===== src/rtl/jsns_pkg.sv =====
// ----------------------------------------------------------------------------
// jsns_pkg
// shared types, widths and command codes of the joint state neighbor store
// ----------------------------------------------------------------------------
package jsns_pkg;

    localparam int JOINT_W         = 16;
    localparam int JOINT_SLOTS     = 7;
    localparam int DIST_W          = 34;
    localparam int NODE_W          = 6;
    localparam int CMD_W           = 2;
    localparam int RESULT_CAP      = 64;
    localparam int CAP_W           = 7;
    localparam int MAX_ENTRIES_DEF = 64;
    localparam int JOINT_COUNT_DEF = 7;

    localparam logic [DIST_W-1:0] DIST_MAX = {DIST_W{1'b1}};

    typedef enum logic [CMD_W-1:0] {
        CMD_APPEND    = 2'd0,
        CMD_NEAREST   = 2'd1,
        CMD_NEIGHBORS = 2'd2
    } cmd_e;

    // token moving down the cell chain
    typedef struct packed {
        logic valid;
        logic fin;
    } tok_t;

endpackage


===== src/rtl/jsns_cell.sv =====
// ----------------------------------------------------------------------------
// jsns_cell
// one joint of the distance chain: adds the squared joint difference to the
// partial sum from the previous cell and hands it on
// ----------------------------------------------------------------------------
module jsns_cell #(
    parameter int IDX_W     = 6,
    parameter int ROW_W     = 112,
    parameter int JOINT_SEL = 0
) (
    input  logic                        aclk,
    input  logic                        aresetn,
    input  logic                        adv,
    input  jsns_pkg::tok_t              in_tok,
    input  logic [IDX_W-1:0]            in_idx,
    input  logic [ROW_W-1:0]            in_row,
    input  logic [jsns_pkg::DIST_W-1:0] in_sum,
    input  logic [ROW_W-1:0]            query,
    output jsns_pkg::tok_t              out_tok_reg,
    output logic [IDX_W-1:0]            out_idx_reg,
    output logic [ROW_W-1:0]            out_row_reg,
    output logic [jsns_pkg::DIST_W-1:0] out_sum_reg
);

    logic [jsns_pkg::JOINT_W-1:0]   a_j;
    logic [jsns_pkg::JOINT_W-1:0]   b_j;
    logic [jsns_pkg::JOINT_W:0]     diff;
    logic [jsns_pkg::JOINT_W:0]     neg;
    logic [jsns_pkg::JOINT_W-1:0]   mag;
    logic [2*jsns_pkg::JOINT_W-1:0] sq;
    logic [jsns_pkg::DIST_W:0]      sum_wide;
    logic [jsns_pkg::DIST_W-1:0]    sum_next;

    assign a_j      = in_row[JOINT_SEL*jsns_pkg::JOINT_W +: jsns_pkg::JOINT_W];
    assign b_j      = query[JOINT_SEL*jsns_pkg::JOINT_W +: jsns_pkg::JOINT_W];
    assign diff     = {a_j[jsns_pkg::JOINT_W-1], a_j} - {b_j[jsns_pkg::JOINT_W-1], b_j};
    assign neg      = -diff;
    assign mag      = diff[jsns_pkg::JOINT_W] ? neg[jsns_pkg::JOINT_W-1:0]
                                               : diff[jsns_pkg::JOINT_W-1:0];
    assign sq       = mag * mag;
    assign sum_wide = {1'b0, in_sum}
                    + {{(jsns_pkg::DIST_W + 1 - 2*jsns_pkg::JOINT_W){1'b0}}, sq};
    assign sum_next = sum_wide[jsns_pkg::DIST_W] ? jsns_pkg::DIST_MAX
                                                 : sum_wide[jsns_pkg::DIST_W-1:0];

    always_ff @(posedge aclk) begin
        if (!aresetn) begin
            out_tok_reg <= '0;
        end else if (adv) begin
            out_tok_reg <= in_tok;
        end
        if (adv) begin
            out_idx_reg <= in_idx;
            out_row_reg <= in_row;
            out_sum_reg <= sum_next;
        end
    end

endmodule


===== config.mk =====
export PLATFORM = sky130hd
export DESIGN_NAME = jsns_cell
export DESIGN_NICKNAME = d
export VERILOG_FILES = /design/src/rtl/jsns_pkg.sv /design/src/rtl/jsns_cell.sv
export SDC_FILE = /design/constraint.sdc
export NUM_CORES = 1
export LEC_CHECK = 0
export CAP_MARGIN = 20
export CORE_MARGIN = 2
export CORE_UTILIZATION = 52
export CTS_CLUSTER_SIZE = 40
export DETAILED_ROUTE_END_ITERATION = 10
export DONT_BUFFER_PORTS = 1
export PLACE_DENSITY = 0.64
export SLEW_MARGIN = 20
export SYNTH_ARGS = -nofsm -noshare
export SYNTH_HDL_FRONTEND = slang
export SYNTH_SLANG_ARGS = --single-unit

===== constraint.sdc =====
create_clock -name aclk -period 15.6 [get_ports aclk]
set_clock_uncertainty 0.1 [all_clocks]
set_input_delay 1.56 -clock aclk [delete_from_list [all_inputs] [get_ports aclk]]
set_output_delay 1.56 -clock aclk [all_outputs]
set_load 0.02 [all_outputs]

==> results of run 1 <==
-- kinds of logic (layout without fill, tap and decap cells) --
logic type | after synthesis | after routing | share of synthesized area (%)
flops | 154 | 154 | 31.9
fa+ha+maj | 315 | 315 | 37.3
other cells | 0 | 1 | 0
buf+inv | 384 | 400 | 10.1
xor+xnor | 53 | 53 | 3.40
simple gates | 300 | 300 | 9.58
mux | 5 | 5 | 0.365
compound gates | 158 | 158 | 7.29
-- layout make-up --
type	instances	area (sq um)	area share (%)
flip-flops and latches	154	4600	29.8
multi-input cells	831	8380	54.2
clock inverters	14	135	0.875
inverters	360	1350	8.75
clock buffers	18	429	2.78
repair buffers	8	80.1	0.518
diodes	1	2.50	0.0162
well taps	372	465	3.01
-- metal layers --
layer  vias to the layer above  part of all wire (%)
li1                       4348                     -
met1                      4490                    41
met2                       283                    51
met3                        39                   5.9
met4                         0                   2.5
met5                         -                     0
-- stage by stage --
stage | instances | hold WS (ps)
after detailed placement | 1724 | 530
after global routing | 1758 | 567
final | 1758 | 545
after floorplan | 1369 | 489
after global placement | 1724 | 527
after CTS | 1756 | 540
-- worst max path at each step --
| stage | startpoint | to | slack, ps |
|---|---|---|---|
| floorplan | in_row[0] | out_sum_reg[10] | 5160 |
| global placement | in_row[0] | out_sum_reg[5] | 3150 |
| detailed placement | in_row[0] | out_sum_reg[5] | 3020 |
| CTS | in_row[0] | out_sum_reg[5] | 3480 |
| global route | in_row[0] | out_sum_reg[5] | 2840 |
| finish | in_row[0] | out_sum_reg[5] | 3580 |
-- worst min-delay path, cell delays in order, from the launching register on --
cell	delay (ps)
dfxtp_1	380
mux2i_1	160
nor2b_1	60
-- layout by cell type, fill, tap and decap left out, types with 17 or more instances in the layout --
cell | netlist | layout
a21oi_1 | 46 | 45
clkbuf_16 | 0 | 17
edfxtp_1 | 152 | 152
fa_1 | 192 | 192
ha_1 | 123 | 123
inv_1 | 350 | 350
nand2_1 | 111 | 111
nand2b_1 | 21 | 21
nor2_1 | 91 | 91
o21ai_0 | 34 | 34
xnor2_1 | 33 | 32
xor2_1 | 18 | 18
==> results.cfg, run 1 <==
[setup_path]
arrival_ps = 12140
crit_type = in2reg
cpPeakStageDelay_ps = 660
cp_max_fo = 19
slowest_stage = o311ai_1
ff2ff_path_depth = 2
crit_top_cell = fa_1
setup.worst_path.end_class = flip-flop
r2r-start = out_tok_reg[1]
crit_buf_inv = 8
critical_path_depth = 35
rrSetupSlack_ps = 14750
worstReg2RegEnd = out_tok_reg[1]
worst_path_dominant_cell_family = adder cells
start_kind = input pin
critPathRequiredTime_ps = 15720

[detailed_routing]
drc = 0
drt-pass1-iter-count = 5
via_per_inst = 5.21
first_iter_violations = 481
vias = 9160
drt_wl_total_microns = 32800
ant_nets = 0
wl_per_cell_microns = 18.7

[synthesis]
syn_inst = 1369
ys_seq_elements = 154
synth-async-reset-ratio_pct = 0
synthesis.area_sq_um = 14400
synth_edf_count = 152
synth_top_cell_by_area = edfxtp_1
synth_area_per_cell_sq_um = 10.5
yosys.cell_count.top_type = inv_1
synth_ff_type = edfxtp_1
yosys_warnings = 0
synth_nets = 1953
synth_top_area_share_pct = 31.7
synthTopCellsByArea = edfxtp_1, fa_1, ha_1, inv_1, nand2_1
ys_seq_area_share_pct = 31.9
yosys.cell_types.count = 66
synth_common_cells = inv_1, fa_1, edfxtp_1, ha_1, nand2_1

[placed_design]
pre_cts_ws_ps = 3020
dpl-instance-area_sq_um = 14900
dp_hpwl_microns = 27000
io_buffer_count = 0
finalWeightedCongestion = 0.855

[global_route]
grtUsageMet2_pct = 42.4
grt_use_met1_pct = 28.7
use_met3_pct = 5.46
overflow = 0
grt.busiest_layer = met2
grt_pass1_vias = 9793
grt_max_degree = 155
grt_pass1_wl_microns = 52100
grt_usage_pct = 23.8
antenna_found_initial = 1

[die]
rows = 60
die_area_sq_um = 29100
die_h_microns = 171
placeableCoreArea_sq_um = 27100
io_pins = 423
die_x_microns = 171
start_util_pct = 53.2

[outcome]
status = finished clean

[clocking]
post_cts_resized = 0
cts_num_sinks = 154
clockRootBuffer = clkbuf_16
tritoncts = done
clk_latency_ps = 430
htree_levels = 4
cts_hold_buffers = 0
cts-buffers-inserted = 17
post_cts_buffers = 0
clock_path_buffers = 2
clk_pin_slew_ps = 70

[final_layout]
fin_nets = 1956
stdcell_area_sq_um = 15400
drive_above_1_share_pct = 4.98
nFillCells = 2361
synthToLayoutAreaGrowth_pct = 7.13
utilization_pct = 57.0
largest_reg_flops = 112

[min_path]
whs_endpoint = out_tok_reg[0]
min-delay-start = out_tok_reg[0]
holdPathStages = 2
hold_path.class = reg2reg

[sta]
timing_worst_slew_pin_value_ps = 908
rsz0062_at_grt = false
fmax_mhz = 83.2
relSlewSlack_pct = 39.1
slew_violations = 0
period_needed_ps = 12020
fin_tns_setup_ps = 0
setup_viol_count_final = 0
hold_violations = 0
setup_ws_ps = 3580
post-route-period-util_pct = 77.0

[flow_run]
drv_cap = 0
Power of run 1 is not shown: default switching activity piles up to over one toggle a cycle in this logic, so the estimate is an artifact.
==> run 2: changes to the inputs <==
Clock period 15.6 ns to 12.2 ns, I/O delays scaled along.
==> run 2 against run 1 <==
Via count up 1.4%. Largest cell class unchanged. Setup slack worse by 2200 ps. Critical endpoint is now out_sum_reg[33]. Global-route usage up 0.26 points.
==> results.cfg, run 2 (synthesized netlist as in run 1, its figures left out) <==
[outcome]
status = finished clean

[final_layout]
nFillCells = 2329
largest_reg_flops = 112
mostFrequentLayoutCell = inv_1
final_cell_mix = inv_1, fa_1, edfxtp_1
synthToLayoutAreaGrowth_pct = 7.69
drive_above_1_share_pct = 5.79
fin_nets = 1969

[detailed_routing]
drc = 0
ant_nets = 0
wl_per_cell_microns = 18.8
vias = 9291
drt-pass1-iter-count = 5
first_iter_violations = 553
drt_wl_total_microns = 33300
via_per_inst = 5.24

[setup_path]
rrSetupSlack_ps = 11320
ff2ff_path_depth = 2
r2r-start = out_tok_reg[0]
arrival_ps = 10870
worst_path_dominant_cell_family = adder cells
crit_path_end = out_sum_reg[33]
worstReg2RegEnd = out_tok_reg[0]
critical_path_depth = 32
crit_top_cell = fa_1
setup.worst_path.end_class = flip-flop
cpPeakStageDelay_ps = 650
start_kind = input pin
cp_max_fo = 13
crit_type = in2reg
slowest_stage = o41ai_1
crit_buf_inv = 5
cp-startpoint = in_row[0]
critPathRequiredTime_ps = 12260

[global_route]
grt_usage_pct = 24.0
grt_max_degree = 155
grt_pass1_wl_microns = 52500
antenna_found_initial = 3
grt_pass1_vias = 9819
overflow = 0

[sta]
fmax_mhz = 92.5
relSlewSlack_pct = 39.0
period_needed_ps = 10810
rsz0062_at_grt = false
slew_violations = 0
fin_tns_setup_ps = 0
timing_worst_slew_pin_value_ps = 901
hold_slack_ps = 540
post-route-period-util_pct = 88.6
setup_viol_count_final = 0
hold_violations = 0

[clocking]
clockRootBuffer = clkbuf_16
cts-buffers-inserted = 17
cts_num_sinks = 154
clock_path_buffers = 2
clk_latency_ps = 420
post_cts_resized = 0
htree_levels = 4
clk_pin_slew_ps = 80
cts_hold_buffers = 0
post_cts_buffers = 0
tritoncts = done

[min_path]
hold_path.class = reg2reg

[placed_design]
finalWeightedCongestion = 0.856
io_buffer_count = 0
dp_hpwl_microns = 27300

[die]
rows = 60
placeableCoreArea_sq_um = 27100
start_util_pct = 53.2
die_h_microns = 171
die_x_microns = 171
io_pins = 423
die_area_sq_um = 29100

[flow_run]
drv_cap = 0
[run 2: layout make-up]
class                           count  area [sq um]  area share [%]
Antenna cell                        2          5.00          0.0322
Clock buffer                       17           425            2.74
Clock inverter                     15           134           0.862
Inverter                          360          1350            8.70
Multi-Input combinational cell    831          8370            53.9
Sequential cell                   154          4600            29.7
Tap cell                          372           465            3.00
Timing Repair Buffer               21           170            1.10
[run 2: worst min-delay path by stage]
| stage | start | end | slack [ps] | cells after the start |
|---|---|---|---|---|
| floorplan | out_tok_reg[0] | out_tok_reg[0] | 490 | 2 |
| global placement | out_tok_reg[1] | out_tok_reg[1] | 530 | 2 |
| detailed placement | out_tok_reg[1] | out_tok_reg[1] | 530 | 2 |
| CTS | out_tok_reg[1] | out_tok_reg[1] | 540 | 2 |
| global route | out_tok_reg[1] | out_tok_reg[1] | 550 | 2 |
| finish | out_tok_reg[1] | out_tok_reg[1] | 540 | 2 |
[run 2: worst register-to-register path, stage by stage (launching register included)]
cell and delay [ps]:
dfxtp_1 470, mux2i_1 130, nor2b_1 120
[run 2: routing by layer]
metal  vias up  track usage, %  routed length [microns]
li1       4370               -                        -
met1      4569            29.1                    13400
met2       297            42.4                    16800
met3        51            5.20                     2090
met4         4            8.44                     1090
met5         -               0                       28
[run 2: through the flow]
step           area (sq um)  utilization [%]  setup WS (ps)  std cells
2_1_floorplan         14400                -           2100       1369
4_1_cts               15500             57.3           1380       1770
3_5_place_dp          15000             55.2            969       1738
3_3_place_gp          15000             55.2           1060       1738
6_report              15500             57.3           1390       1772
5_1_grt               15500             57.3            644       1771
Power of run 2 is left out for the same reason.
